--- src/rtl/core/arp_pkg.sv ---
// arp_pkg: transaction structs, codes and reset values for the arp cache resolver
// no dependencies; imported by arp_cache_resolver
package arp_pkg;

    typedef struct packed {
        logic [1:0]  command;
        logic [31:0] ip_address;
        logic [47:0] sender_mac;
        logic [15:0] hardware_type;
        logic [15:0] protocol_type;
        logic [15:0] arp_opcode;
        logic [31:0] query_ip;
        logic [15:0] ether_type;
        logic [7:0]  packet_handle;
        logic [10:0] packet_length;
    } arp_in_t;

    typedef struct packed {
        logic [2:0]  action;
        logic [47:0] dst_mac;
        logic [31:0] peer_ip;
        logic [7:0]  out_handle;
        logic [15:0] out_ether_type;
        logic [10:0] out_length;
        logic        last;
    } arp_out_t;

    localparam int DEF_CACHE_ENTRIES = 16;
    localparam int DEF_QUEUE_SLOTS   = 8;

    localparam logic [1:0] CMD_ARP  = 2'd0;
    localparam logic [1:0] CMD_TX   = 2'd1;
    localparam logic [1:0] CMD_TICK = 2'd2;

    localparam logic [2:0] ACT_SEND    = 3'd0;
    localparam logic [2:0] ACT_REQUEST = 3'd1;
    localparam logic [2:0] ACT_REPLY   = 3'd2;
    localparam logic [2:0] ACT_DROP    = 3'd3;
    localparam logic [2:0] ACT_REJECT  = 3'd4;

    localparam logic [1:0] ST_FREE     = 2'd0;
    localparam logic [1:0] ST_PENDING  = 2'd1;
    localparam logic [1:0] ST_RESOLVED = 2'd2;

    localparam logic [15:0] HW_ETHERNET = 16'h0001;
    localparam logic [15:0] PROTO_IPV4  = 16'h0800;
    localparam logic [15:0] ARP_ETYPE   = 16'h0806;
    localparam logic [15:0] OP_REQUEST  = 16'd1;
    localparam logic [15:0] OP_REPLY    = 16'd2;
    localparam logic [47:0] BCAST_MAC   = 48'hFFFF_FFFF_FFFF;

    localparam logic [2:0] REG_LOCAL_IP       = 3'd0;
    localparam logic [2:0] REG_LOCAL_MAC      = 3'd1;
    localparam logic [2:0] REG_RETRY_INTERVAL = 3'd2;
    localparam logic [2:0] REG_MAX_TRIES      = 3'd3;
    localparam logic [2:0] REG_MAX_LENGTH     = 3'd4;

    localparam logic [15:0] RST_RETRY_INTERVAL = 16'd100;
    localparam logic [3:0]  RST_MAX_TRIES      = 4'd4;
    localparam logic [10:0] RST_MAX_LENGTH     = 11'd1500;

    localparam logic [4:0] MAX_RESULTS = 5'd23;

    function automatic arp_out_t make_result(
        input logic [2:0]  act,
        input logic [47:0] mac,
        input logic [31:0] ip,
        input logic [7:0]  handle,
        input logic [15:0] etype,
        input logic [10:0] len
    );
        arp_out_t r;
        r.action         = act;
        r.dst_mac        = mac;
        r.peer_ip        = ip;
        r.out_handle     = handle;
        r.out_ether_type = etype;
        r.out_length     = len;
        r.last           = 1'b0;
        return r;
    endfunction

endpackage

--- src/rtl/core/arp_cache_resolver.sv ---
// arp_cache_resolver: arp cache with pending packet queue, apb configuration
// depends on arp_pkg
//
// One command transaction is taken at a time; in_ready is high only while the
// sequencer is idle. A small sequencer walks the cache and the queue one entry a
// cycle, unless a result push stalls, through a single cache read port and a
// single queue slot compare. A reject ends after the check; a transmit first walks
// the whole cache, and one to a pending or unknown hop then searches the queue for
// a free slot; an arp walks the cache and then the queue. An entry evicted for a
// transmit to an unknown hop or an arp costs one more queue walk, and a tick walks
// every cache entry plus one queue walk per expired entry. Results leave through
// an output register plus one hold stage, so the last flag can be set on the final
// result, and a stalled out_ready stalls the sequencer only when a new result must
// be pushed, or the final held result moved out, while both stages are full.
// Configuration writes via apb take effect at once and must be made while the
// block is idle. No clearing pass is needed after reset.
module arp_cache_resolver #(
    parameter int CACHE_ENTRIES = arp_pkg::DEF_CACHE_ENTRIES,
    parameter int QUEUE_SLOTS   = arp_pkg::DEF_QUEUE_SLOTS
) (
    input  logic             clk,
    input  logic             rst_n,
    input  logic             in_valid,
    output logic             in_ready,
    input  arp_pkg::arp_in_t in_data,
    output logic             out_valid,
    input  logic             out_ready,
    output arp_pkg::arp_out_t out_data,
    input  logic             psel,
    input  logic             penable,
    input  logic             pwrite,
    input  logic [5:0]       paddr,
    input  logic [63:0]      pwdata,
    output logic [63:0]      prdata,
    output logic             pready
);
    import arp_pkg::*;

    localparam int CIW = (CACHE_ENTRIES > 1) ? $clog2(CACHE_ENTRIES) : 1;
    localparam int SIW = (QUEUE_SLOTS > 1) ? $clog2(QUEUE_SLOTS) : 1;
    localparam logic [CIW-1:0] C_LAST = CIW'(CACHE_ENTRIES - 1);
    localparam logic [SIW-1:0] S_LAST = SIW'(QUEUE_SLOTS - 1);

    typedef enum logic [3:0] {
        S_IDLE, S_CHECK, S_FIND, S_AFTER_FIND, S_ALLOC, S_QDROP, S_WRITE_RES,
        S_QSEND, S_REPLY, S_QPLACE, S_WRITE_PEND, S_TICK, S_TICK_NEXT, S_FINISH
    } state_t;

    // configuration
    logic [31:0] local_ip_reg;
    logic [47:0] local_mac_reg;
    logic [15:0] retry_interval_reg;
    logic [3:0]  max_tries_reg;
    logic [10:0] max_length_reg;

    // cache storage
    logic [1:0]  entry_status_reg [CACHE_ENTRIES];
    logic [31:0] entry_ip_reg     [CACHE_ENTRIES];
    logic [47:0] entry_mac_reg    [CACHE_ENTRIES];
    logic [31:0] entry_last_reg   [CACHE_ENTRIES];
    logic [3:0]  entry_tries_reg  [CACHE_ENTRIES];
    logic [CIW-1:0] evict_ptr_reg;
    logic [31:0] tick_reg;

    // queue storage
    logic        slot_used_reg   [QUEUE_SLOTS];
    logic [31:0] slot_hop_reg    [QUEUE_SLOTS];
    logic [7:0]  slot_handle_reg [QUEUE_SLOTS];
    logic [15:0] slot_etype_reg  [QUEUE_SLOTS];
    logic [10:0] slot_len_reg    [QUEUE_SLOTS];

    // sequencer context
    state_t      state_reg;
    state_t      ret_reg;
    arp_in_t     item_reg;
    logic [CIW-1:0] idx_reg;
    logic [SIW-1:0] sidx_reg;
    logic        found_reg;
    logic [CIW-1:0] found_idx_reg;
    logic        free_v_reg;
    logic [CIW-1:0] free_idx_reg;
    logic [CIW-1:0] ent_reg;
    logic [31:0] key_reg;
    logic [4:0]  cnt_reg;

    // result staging
    logic        hold_valid_reg;
    arp_out_t    hold_reg;
    logic        out_valid_reg;
    arp_out_t    out_reg;

    logic [CIW-1:0] rd_idx;
    logic [1:0]  rd_status;
    logic [31:0] rd_ip;
    logic [47:0] rd_mac;
    logic [31:0] rd_last;
    logic [3:0]  rd_tries;
    logic        slot_hit;
    logic        tick_due;
    logic        emit_req;
    arp_out_t    emit_data;
    logic        out_free;
    logic        push_ok;
    logic        suppress;
    logic        fire;
    logic        stall;
    logic        last_push;
    arp_out_t    out_load_data;
    logic        cfg_we;

    assign in_ready  = (state_reg == S_IDLE);
    assign out_valid = out_valid_reg;
    assign out_data  = out_reg;
    assign pready    = 1'b1;
    assign cfg_we    = psel && penable && pwrite;

    always_comb
    begin
        case (paddr[5:3])
            REG_LOCAL_IP:       prdata = {32'd0, local_ip_reg};
            REG_LOCAL_MAC:      prdata = {16'd0, local_mac_reg};
            REG_RETRY_INTERVAL: prdata = {48'd0, retry_interval_reg};
            REG_MAX_TRIES:      prdata = {60'd0, max_tries_reg};
            REG_MAX_LENGTH:     prdata = {53'd0, max_length_reg};
            default:            prdata = 64'd0;
        endcase
    end

    // single cache read port
    always_comb
    begin
        case (state_reg)
            S_ALLOC:      rd_idx = evict_ptr_reg;
            S_AFTER_FIND: rd_idx = found_idx_reg;
            default:      rd_idx = idx_reg;
        endcase
    end

    assign rd_status = entry_status_reg[rd_idx];
    assign rd_ip     = entry_ip_reg[rd_idx];
    assign rd_mac    = entry_mac_reg[rd_idx];
    assign rd_last   = entry_last_reg[rd_idx];
    assign rd_tries  = entry_tries_reg[rd_idx];

    assign slot_hit = slot_used_reg[sidx_reg] && (slot_hop_reg[sidx_reg] == key_reg);
    assign tick_due = (tick_reg - rd_last) >= {16'd0, retry_interval_reg};

    // result generation for the current sequencer step
    always_comb
    begin
        emit_req  = 1'b0;
        emit_data = make_result(ACT_SEND, 48'd0, 32'd0, 8'd0, 16'd0, 11'd0);
        case (state_reg)
            S_CHECK:
            begin
                if (item_reg.command == CMD_TX && item_reg.packet_length > max_length_reg)
                begin
                    emit_req  = 1'b1;
                    emit_data = make_result(ACT_REJECT, 48'd0, 32'd0, item_reg.packet_handle,
                                            item_reg.ether_type, item_reg.packet_length);
                end
            end
            S_AFTER_FIND:
            begin
                if (item_reg.command == CMD_TX && found_reg && rd_status == ST_RESOLVED)
                begin
                    emit_req  = 1'b1;
                    emit_data = make_result(ACT_SEND, rd_mac, 32'd0, item_reg.packet_handle,
                                            item_reg.ether_type, item_reg.packet_length);
                end
            end
            S_QDROP:
            begin
                if (slot_hit)
                begin
                    emit_req  = 1'b1;
                    emit_data = make_result(ACT_DROP, 48'd0, 32'd0, slot_handle_reg[sidx_reg],
                                            slot_etype_reg[sidx_reg], slot_len_reg[sidx_reg]);
                end
            end
            S_QSEND:
            begin
                if (slot_hit)
                begin
                    emit_req  = 1'b1;
                    emit_data = make_result(ACT_SEND, item_reg.sender_mac, 32'd0,
                                            slot_handle_reg[sidx_reg],
                                            slot_etype_reg[sidx_reg], slot_len_reg[sidx_reg]);
                end
            end
            S_REPLY:
            begin
                if (item_reg.arp_opcode == OP_REQUEST && item_reg.query_ip == local_ip_reg)
                begin
                    emit_req  = 1'b1;
                    emit_data = make_result(ACT_REPLY, item_reg.sender_mac, item_reg.ip_address,
                                            8'd0, ARP_ETYPE, 11'd0);
                end
            end
            S_QPLACE:
            begin
                if (slot_used_reg[sidx_reg] && sidx_reg == S_LAST)
                begin
                    emit_req  = 1'b1;
                    emit_data = make_result(ACT_DROP, 48'd0, 32'd0, item_reg.packet_handle,
                                            item_reg.ether_type, item_reg.packet_length);
                end
            end
            S_WRITE_PEND:
            begin
                emit_req  = 1'b1;
                emit_data = make_result(ACT_REQUEST, BCAST_MAC, item_reg.ip_address,
                                        8'd0, ARP_ETYPE, 11'd0);
            end
            S_TICK:
            begin
                if (rd_status == ST_PENDING && tick_due && rd_tries < max_tries_reg)
                begin
                    emit_req  = 1'b1;
                    emit_data = make_result(ACT_REQUEST, BCAST_MAC, rd_ip, 8'd0, ARP_ETYPE, 11'd0);
                end
            end
            default:
            begin
                emit_req = 1'b0;
            end
        endcase
    end

    assign out_free  = !out_valid_reg || out_ready;
    assign push_ok   = !hold_valid_reg || out_free;
    assign suppress  = (cnt_reg >= MAX_RESULTS);
    assign fire      = emit_req && !suppress && push_ok;
    assign stall     = emit_req && !suppress && !push_ok;
    // final held result moves to the output flagged last
    assign last_push = (state_reg == S_FINISH) && hold_valid_reg && out_free;

    always_comb
    begin
        out_load_data      = hold_reg;
        out_load_data.last = last_push;
    end

    always_ff @(posedge clk or negedge rst_n)
    begin
        if (!rst_n)
        begin
            state_reg          <= S_IDLE;
            ret_reg            <= S_IDLE;
            local_ip_reg       <= 32'd0;
            local_mac_reg      <= 48'd0;
            retry_interval_reg <= RST_RETRY_INTERVAL;
            max_tries_reg      <= RST_MAX_TRIES;
            max_length_reg     <= RST_MAX_LENGTH;
            for (int i = 0; i < CACHE_ENTRIES; i++)
            begin
                entry_status_reg[i] <= ST_FREE;
            end
            for (int j = 0; j < QUEUE_SLOTS; j++)
            begin
                slot_used_reg[j] <= 1'b0;
            end
            evict_ptr_reg  <= '0;
            tick_reg       <= 32'd0;
            cnt_reg        <= 5'd0;
            hold_valid_reg <= 1'b0;
            out_valid_reg  <= 1'b0;
        end
        else
        begin
            // configuration writes
            if (cfg_we)
            begin
                case (paddr[5:3])
                    REG_LOCAL_IP:       local_ip_reg       <= pwdata[31:0];
                    REG_LOCAL_MAC:      local_mac_reg      <= pwdata[47:0];
                    REG_RETRY_INTERVAL: retry_interval_reg <= pwdata[15:0];
                    REG_MAX_TRIES:      max_tries_reg      <= pwdata[3:0];
                    REG_MAX_LENGTH:     max_length_reg     <= pwdata[10:0];
                    default:            ;
                endcase
            end

            // result staging: output register drains, hold stage feeds it
            if ((fire && hold_valid_reg) || last_push)
            begin
                out_reg       <= out_load_data;
                out_valid_reg <= 1'b1;
            end
            else if (out_valid_reg && out_ready)
            begin
                out_valid_reg <= 1'b0;
            end
            if (fire)
            begin
                hold_reg       <= emit_data;
                hold_valid_reg <= 1'b1;
                cnt_reg        <= cnt_reg + 5'd1;
            end
            else if (last_push)
            begin
                hold_valid_reg <= 1'b0;
            end

            if (!stall)
            begin
                case (state_reg)
                    S_IDLE:
                    begin
                        if (in_valid)
                        begin
                            item_reg <= in_data;
                            cnt_reg  <= 5'd0;
                            if (in_data.command == CMD_TICK)
                            begin
                                tick_reg <= tick_reg + 32'd1;
                            end
                            state_reg <= S_CHECK;
                        end
                    end
                    S_CHECK:
                    begin
                        idx_reg    <= '0;
                        found_reg  <= 1'b0;
                        free_v_reg <= 1'b0;
                        case (item_reg.command)
                            CMD_ARP:
                            begin
                                if (item_reg.hardware_type == HW_ETHERNET &&
                                    item_reg.protocol_type == PROTO_IPV4)
                                begin
                                    state_reg <= S_FIND;
                                end
                                else
                                begin
                                    state_reg <= S_FINISH;
                                end
                            end
                            CMD_TX:
                            begin
                                if (item_reg.packet_length > max_length_reg)
                                begin
                                    state_reg <= S_FINISH;
                                end
                                else
                                begin
                                    state_reg <= S_FIND;
                                end
                            end
                            CMD_TICK: state_reg <= S_TICK;
                            default:  state_reg <= S_FINISH;
                        endcase
                    end
                    S_FIND:
                    begin
                        // one entry a cycle: match on ip and first free entry
                        if (rd_status != ST_FREE && rd_ip == item_reg.ip_address && !found_reg)
                        begin
                            found_reg     <= 1'b1;
                            found_idx_reg <= idx_reg;
                        end
                        if (rd_status == ST_FREE && !free_v_reg)
                        begin
                            free_v_reg   <= 1'b1;
                            free_idx_reg <= idx_reg;
                        end
                        if (idx_reg == C_LAST)
                        begin
                            state_reg <= S_AFTER_FIND;
                        end
                        else
                        begin
                            idx_reg <= idx_reg + 1'b1;
                        end
                    end
                    S_AFTER_FIND:
                    begin
                        sidx_reg <= '0;
                        if (item_reg.command == CMD_ARP)
                        begin
                            if (found_reg)
                            begin
                                ent_reg   <= found_idx_reg;
                                state_reg <= S_WRITE_RES;
                            end
                            else
                            begin
                                ret_reg   <= S_WRITE_RES;
                                state_reg <= S_ALLOC;
                            end
                        end
                        else if (found_reg && rd_status == ST_RESOLVED)
                        begin
                            state_reg <= S_FINISH;
                        end
                        else
                        begin
                            state_reg <= S_QPLACE;
                        end
                    end
                    S_ALLOC:
                    begin
                        sidx_reg <= '0;
                        if (free_v_reg)
                        begin
                            ent_reg   <= free_idx_reg;
                            state_reg <= ret_reg;
                        end
                        else
                        begin
                            // round-robin victim, its queued packets are dropped
                            ent_reg       <= evict_ptr_reg;
                            key_reg       <= rd_ip;
                            evict_ptr_reg <= (evict_ptr_reg == C_LAST) ? '0 :
                                             evict_ptr_reg + 1'b1;
                            state_reg     <= S_QDROP;
                        end
                    end
                    S_QDROP:
                    begin
                        if (slot_hit)
                        begin
                            slot_used_reg[sidx_reg] <= 1'b0;
                        end
                        if (sidx_reg == S_LAST)
                        begin
                            state_reg <= ret_reg;
                        end
                        else
                        begin
                            sidx_reg <= sidx_reg + 1'b1;
                        end
                    end
                    S_WRITE_RES:
                    begin
                        entry_ip_reg[ent_reg]     <= item_reg.ip_address;
                        entry_mac_reg[ent_reg]    <= item_reg.sender_mac;
                        entry_status_reg[ent_reg] <= ST_RESOLVED;
                        key_reg                   <= item_reg.ip_address;
                        sidx_reg                  <= '0;
                        state_reg                 <= S_QSEND;
                    end
                    S_QSEND:
                    begin
                        if (slot_hit)
                        begin
                            slot_used_reg[sidx_reg] <= 1'b0;
                        end
                        if (sidx_reg == S_LAST)
                        begin
                            state_reg <= S_REPLY;
                        end
                        else
                        begin
                            sidx_reg <= sidx_reg + 1'b1;
                        end
                    end
                    S_REPLY:
                    begin
                        state_reg <= S_FINISH;
                    end
                    S_QPLACE:
                    begin
                        if (!slot_used_reg[sidx_reg] || sidx_reg == S_LAST)
                        begin
                            if (!slot_used_reg[sidx_reg])
                            begin
                                slot_used_reg[sidx_reg]   <= 1'b1;
                                slot_hop_reg[sidx_reg]    <= item_reg.ip_address;
                                slot_handle_reg[sidx_reg] <= item_reg.packet_handle;
                                slot_etype_reg[sidx_reg]  <= item_reg.ether_type;
                                slot_len_reg[sidx_reg]    <= item_reg.packet_length;
                            end
                            if (found_reg)
                            begin
                                state_reg <= S_FINISH;
                            end
                            else
                            begin
                                ret_reg   <= S_WRITE_PEND;
                                state_reg <= S_ALLOC;
                            end
                        end
                        else
                        begin
                            sidx_reg <= sidx_reg + 1'b1;
                        end
                    end
                    S_WRITE_PEND:
                    begin
                        entry_ip_reg[ent_reg]     <= item_reg.ip_address;
                        entry_status_reg[ent_reg] <= ST_PENDING;
                        entry_tries_reg[ent_reg]  <= 4'd1;
                        entry_last_reg[ent_reg]   <= tick_reg;
                        state_reg                 <= S_FINISH;
                    end
                    S_TICK:
                    begin
                        if (rd_status == ST_PENDING && tick_due)
                        begin
                            if (rd_tries >= max_tries_reg)
                            begin
                                // expiry: free the entry, drop what waits on it
                                entry_status_reg[idx_reg] <= ST_FREE;
                                key_reg                   <= rd_ip;
                                sidx_reg                  <= '0;
                                ret_reg                   <= S_TICK_NEXT;
                                state_reg                 <= S_QDROP;
                            end
                            else
                            begin
                                entry_tries_reg[idx_reg] <= rd_tries + 4'd1;
                                entry_last_reg[idx_reg]  <= tick_reg;
                                state_reg                <= S_TICK_NEXT;
                            end
                        end
                        else
                        begin
                            state_reg <= S_TICK_NEXT;
                        end
                    end
                    S_TICK_NEXT:
                    begin
                        if (idx_reg == C_LAST)
                        begin
                            state_reg <= S_FINISH;
                        end
                        else
                        begin
                            idx_reg   <= idx_reg + 1'b1;
                            state_reg <= S_TICK;
                        end
                    end
                    S_FINISH:
                    begin
                        // leave once the final held result has moved out
                        if (!hold_valid_reg || out_free)
                        begin
                            state_reg <= S_IDLE;
                        end
                    end
                    default:
                    begin
                        state_reg <= S_IDLE;
                    end
                endcase
            end
        end
    end

`ifndef ASSERT_OFF
    // nothing is left in the hold stage once the sequencer is idle
    a_idle_hold_empty: assert property (@(posedge clk) disable iff (!rst_n)
        state_reg == S_IDLE |-> !hold_valid_reg)
        else $error("hold stage not empty in idle");

    // result count never passes the per-item limit
    a_result_limit: assert property (@(posedge clk) disable iff (!rst_n)
        cnt_reg <= MAX_RESULTS)
        else $error("result count above limit");

    // a result is only pushed while a transaction is being worked on
    a_fire_busy: assert property (@(posedge clk) disable iff (!rst_n)
        fire |-> state_reg != S_IDLE && state_reg != S_FINISH)
        else $error("result pushed outside item processing");
`endif

endmodule
--- config.mk ---
export PLATFORM = sky130hd
export DESIGN_NAME = arp_cache_resolver
export DESIGN_NICKNAME = d
export VERILOG_FILES = /design/src/rtl/core/arp_pkg.sv /design/src/rtl/core/arp_cache_resolver.sv
export SDC_FILE = /design/constraint.sdc
export NUM_CORES = 2
export LEC_CHECK = 0
export BUFFER_PORTS_ARGS = -buffer_cell sky130_fd_sc_hd__buf_2
export CAP_MARGIN = 10
export CORE_ASPECT_RATIO = 0.7
export CORE_MARGIN = 1.5
export CORE_UTILIZATION = 55
export CTS_CLUSTER_DIAMETER = 150
export CTS_CLUSTER_SIZE = 30
export DETAILED_ROUTE_END_ITERATION = 12
export PLACE_DENSITY_LB_ADDON = 0.3
export RECOVER_POWER = 50
export SLEW_MARGIN = 10
export SYNTH_ARGS = -nofsm -noshare
export SYNTH_HDL_FRONTEND = slang
export SYNTH_SLANG_ARGS = --single-unit
export TNS_END_PERCENT = 1
--- constraint.sdc ---
create_clock -name clk -period 16 [get_ports clk]
set_clock_uncertainty 0.1 [all_clocks]
set_input_delay 0 -clock clk [delete_from_list [all_inputs] [get_ports clk]]
set_output_delay 0 -clock clk [all_outputs]
set_load 0.005 [all_outputs]
==> flow_summary.json <==
{
  "cts_buffer_depth": 3,
  "power_leakage_nw": 47.3,
  "fp.dieW_um": 573,
  "timing.final.hold_violations": 0,
  "synthCells": 8620,
  "fmax_ghz": 0.0803,
  "finalWorstSetupSlack_ns": 3.55,
  "finalWorstPathRequiredPeriod_ns": 12.45,
  "detailroute.via_count": 77500,
  "layout.cells.most_common_list": "sky130_fd_sc_hd__edfxtp_1, sky130_fd_sc_hd__nand2_1, sky130_fd_sc_hd__nand3_1, sky130_fd_sc_hd__dlygate4sd3_1, sky130_fd_sc_hd__buf_2",
  "nets": 9638,
  "final_min_period_over_clock_period": 0.778,
  "report.final.slew_viol_count": 1030,
  "synthFlopType": "sky130_fd_sc_hd__edfxtp_1",
  "ys.warnings.count": 0,
  "flip_flop_count_of_the_largest_register_all_copies_and_words_added": 768,
  "clock_latency_ns": 0.84,
  "cts_num_sinks": 3083,
  "htreeDepth": 3,
  "cts_tree": "done",
  "timing_startpoint_of_the_critical_path": "state_reg[1]$_DFFE_PN0P_",
  "synthArstFlopShare": 0.0652,
  "avgSynthCellArea_um2": 14.5,
  "r2r-end": "entry_mac_reg[1][27]$_DFFE_PP_",
  "tightest_slew_ns": 4.28,
  "min_path_type": "in2reg",
  "layout.filler_cells": 16500,
  "placement_rows": 146,
  "hold-worst-slack_ns": 0.117,
  "layout.cells.most_common": "sky130_fd_sc_hd__edfxtp_1",
  "postCtsSetupRepairBufs": 0,
  "r2r_setup_slack_ns": 3.55,
  "synth_edf_count": 2879,
  "die_outline_area_um2": 230000,
  "drt-initial-drc-count": 9879,
  "global_route.usage.total": 0.277,
  "drv_cap": 31,
  "synth.cell_area_um2": 125000,
  "total_power_mw": 20.2,
  "grt_ovf": 0,
  "clk_pin_slew_ns": 0.13,
  "route.detailed.vias_per_inst": 6.24,
  "area_growth_syn_to_layout_pct": 10.8,
  "grt_antenna_before_repair": 16,
  "floorplan.initialDensity": 0.553,
  "grt_start_max_net_pins": 210,
  "worst_r2r_path_depth": 30,
  "antenna_left": 0,
  "timing.setup.tns_ns": 0,
  "failed_checks": "max-capacitance violations, max-slew violations",
  "hold_path_startpoint": "out_ready",
  "critical_path_required_ns": 16.36,
  "critical_path.startpoint_type": "register",
  "p_per_area_nw_per_um2": 146,
  "finalWeightedCongestion": 0.951,
  "outcome": "finished, violations left",
  "fp.coreArea_um2": 226000,
  "crit_path_end_kind": "register",
  "drt_first_pass_iters": 6,
  "timing_worst_setup_path_type": "reg2reg",
  "io_pins": 460,
  "wl_per_cell_um": 26.2,
  "path_max_fanout": 143,
  "port_buffers": 423,
  "synth_sequential_area_ratio": 0.732,
  "worst_r2r_startpoint": "state_reg[1]$_DFFE_PN0P_",
  "max-slew-margin-rel": -1.85,
  "grt_pass1_vias": 74100,
  "critical_path_arrival_ns": 12.81,
  "detailedPlacementHpwl_um": 181000,
  "tritoncts.num_buffers": 112,
  "route.detailed.drc": 0,
  "die-height_um": 402,
  "critical_path.max_stage_delay_ns": 1.19,
  "post-place-ws_ns": 4.23,
  "max-vdd-ir-drop_mv": 0.174,
  "timing.critical_path.slowest_stage_cell": "sky130_fd_sc_hd__nor2_4",
  "clk_root_buffer_cell": "sky130_fd_sc_hd__clkbuf_16",
  "setup_repair_after_global_routing_missed_its_margin": "false",
  "drive_gt1_frac": 0.107,
  "wl_um": 326000,
  "grt_first_pass_wirelength_um": 480000,
  "flip_flop_and_latch_count_after_synthesis": 3083,
  "setup_viol": 0,
  "yosysUniqueCellTypes": 102,
  "setup.worst_path.end": "entry_mac_reg[1][27]$_DFFE_PP_",
  "final_core_util": 0.613
}
[worst min path at each step]
| stage | end | cells after the start |
|---|---|---|
| detailed placement | local_mac_reg[40]$_DFFE_PN0P_ | 1 |
| floorplan | asynchronous set/reset pin | 0 |
| finish | out_valid$_DFFE_PN0P_ | 4 |
| global route | state_reg[2]$_DFFE_PN0P_ | 5 |
| global placement | local_mac_reg[40]$_DFFE_PN0P_ | 1 |
| CTS | out_valid$_DFFE_PN0P_ | 4 |
[cells in the mapped netlist, drive strengths merged (14+ instances only)]
| cell type | n | area share |
|---|---|---|
| a22oi | 22 | 0.0013 |
| nor2 | 214 | 0.0065 |
| nand4 | 40 | 0.0020 |
| and2 | 27 | 0.0013 |
| a21o | 63 | 0.0038 |
| a221oi | 19 | 0.0013 |
| dfrtp | 190 | 0.038 |
| nor2b | 21 | 0.0010 |
| and3 | 218 | 0.011 |
| xor2 | 75 | 0.0052 |
| nor3 | 39 | 0.0018 |
| ha | 72 | 0.0072 |
| nor4 | 37 | 0.0019 |
| nand2b | 23 | 0.0011 |
| nand2 | 1836 | 0.055 |
| buf | 191 | 0.0086 |
| inv | 68 | 0.0020 |
| mux2 | 178 | 0.016 |
| or3 | 20 | 0.0010 |
| mux2i | 154 | 0.012 |
| o21ai | 153 | 0.0061 |
| o211ai | 22 | 0.0013 |
| a22o | 74 | 0.0052 |
| nand3 | 580 | 0.023 |
| clkbuf | 368 | 0.011 |
| a311o | 97 | 0.0078 |
| o22ai | 62 | 0.0031 |
| a21oi | 128 | 0.0051 |
| a311oi | 209 | 0.015 |
| o21a | 16 | 0.00097 |
| mux4 | 139 | 0.025 |
| o31ai | 14 | 0.00084 |
| xnor2 | 78 | 0.0055 |
| a31oi | 95 | 0.0047 |
| edfxtp | 2879 | 0.69 |
| a211oi | 46 | 0.0028 |
[metrics by stage]
| step | area [µm²] | instances |
|---|---|---|
| 2_1_floorplan | 125000 | 8635 |
| 3_3_place_gp | 131000 | 11700 |
| 3_5_place_dp | 131000 | 11700 |
| 4_1_cts | 139000 | 12400 |
| 5_1_grt | 139000 | 12400 |
| 6_report | 139000 | 12400 |
[worst max-delay path, delay by kind of cell (launching register included)]
family	cells	cell delay [ns]
DFF	1	0.79
AOI/OAI and AO/OA	11	2.83
and+or+nand+nor	13	5.75
buffers and inverters	3	1.55
adders and majority gates	2	0.64
xor gates and xnor gates	1	0.19
[area by class of cell]
cell class / count / area (µm²) / share of cell area
multi-input cells: 4924 / 31500 / 0.227
flip-flops and latches: 3083 / 91600 / 0.660
clock inverters: 8 / 174 / 0.00125
diodes: 11 / 27.5 / 0.000198
well taps: 3034 / 3800 / 0.0274
repair buffers: 1101 / 8240 / 0.0594
inverters: 69 / 259 / 0.00187
clock buffers: 193 / 3110 / 0.0224
[cells by family (layout without fill, tap and decap cells)]
group,Yosys count,in the layout,synth area share
buffers and inverters,628,1371,0.0217
AOI/OAI and AO/OA,1097,1097,0.0649
xor gates and xnor gates,153,153,0.0108
DFF,3083,3083,0.732
adders and majority gates,73,73,0.00736
and+or+nand+nor,3113,3113,0.110
muxes,471,471,0.0533
other,2,28,0.0000600
[metal layers]
metal | vias to the layer above | track usage | routed length, µm
met3 | 493 | 0.0576 | 35500
met1 | 39000 | 0.416 | 136000
met4 | 14 | 0.0678 | 8240
met5 | - | 0 | 76
met2 | 4115 | 0.417 | 146000
li1 | 33900 | - | -
[report_power, final]
part | leakage [nW] | switching [mW] | internal [mW]
Sequential | 28.3 | 0.297 | 9.15
Combinational | 17.5 | 4.58 | 2.49
Clock | 1.55 | 2.35 | 1.36
Total | 47.3 | 7.22 | 13.0
[timing repair]
action | in CTS | in global routing
resized for setup | 0 | 0
hold buffers | 504 | 0
endpoints found under the hold margin | 486 | 0
Note: power is estimated with default switching activity, not from simulation.
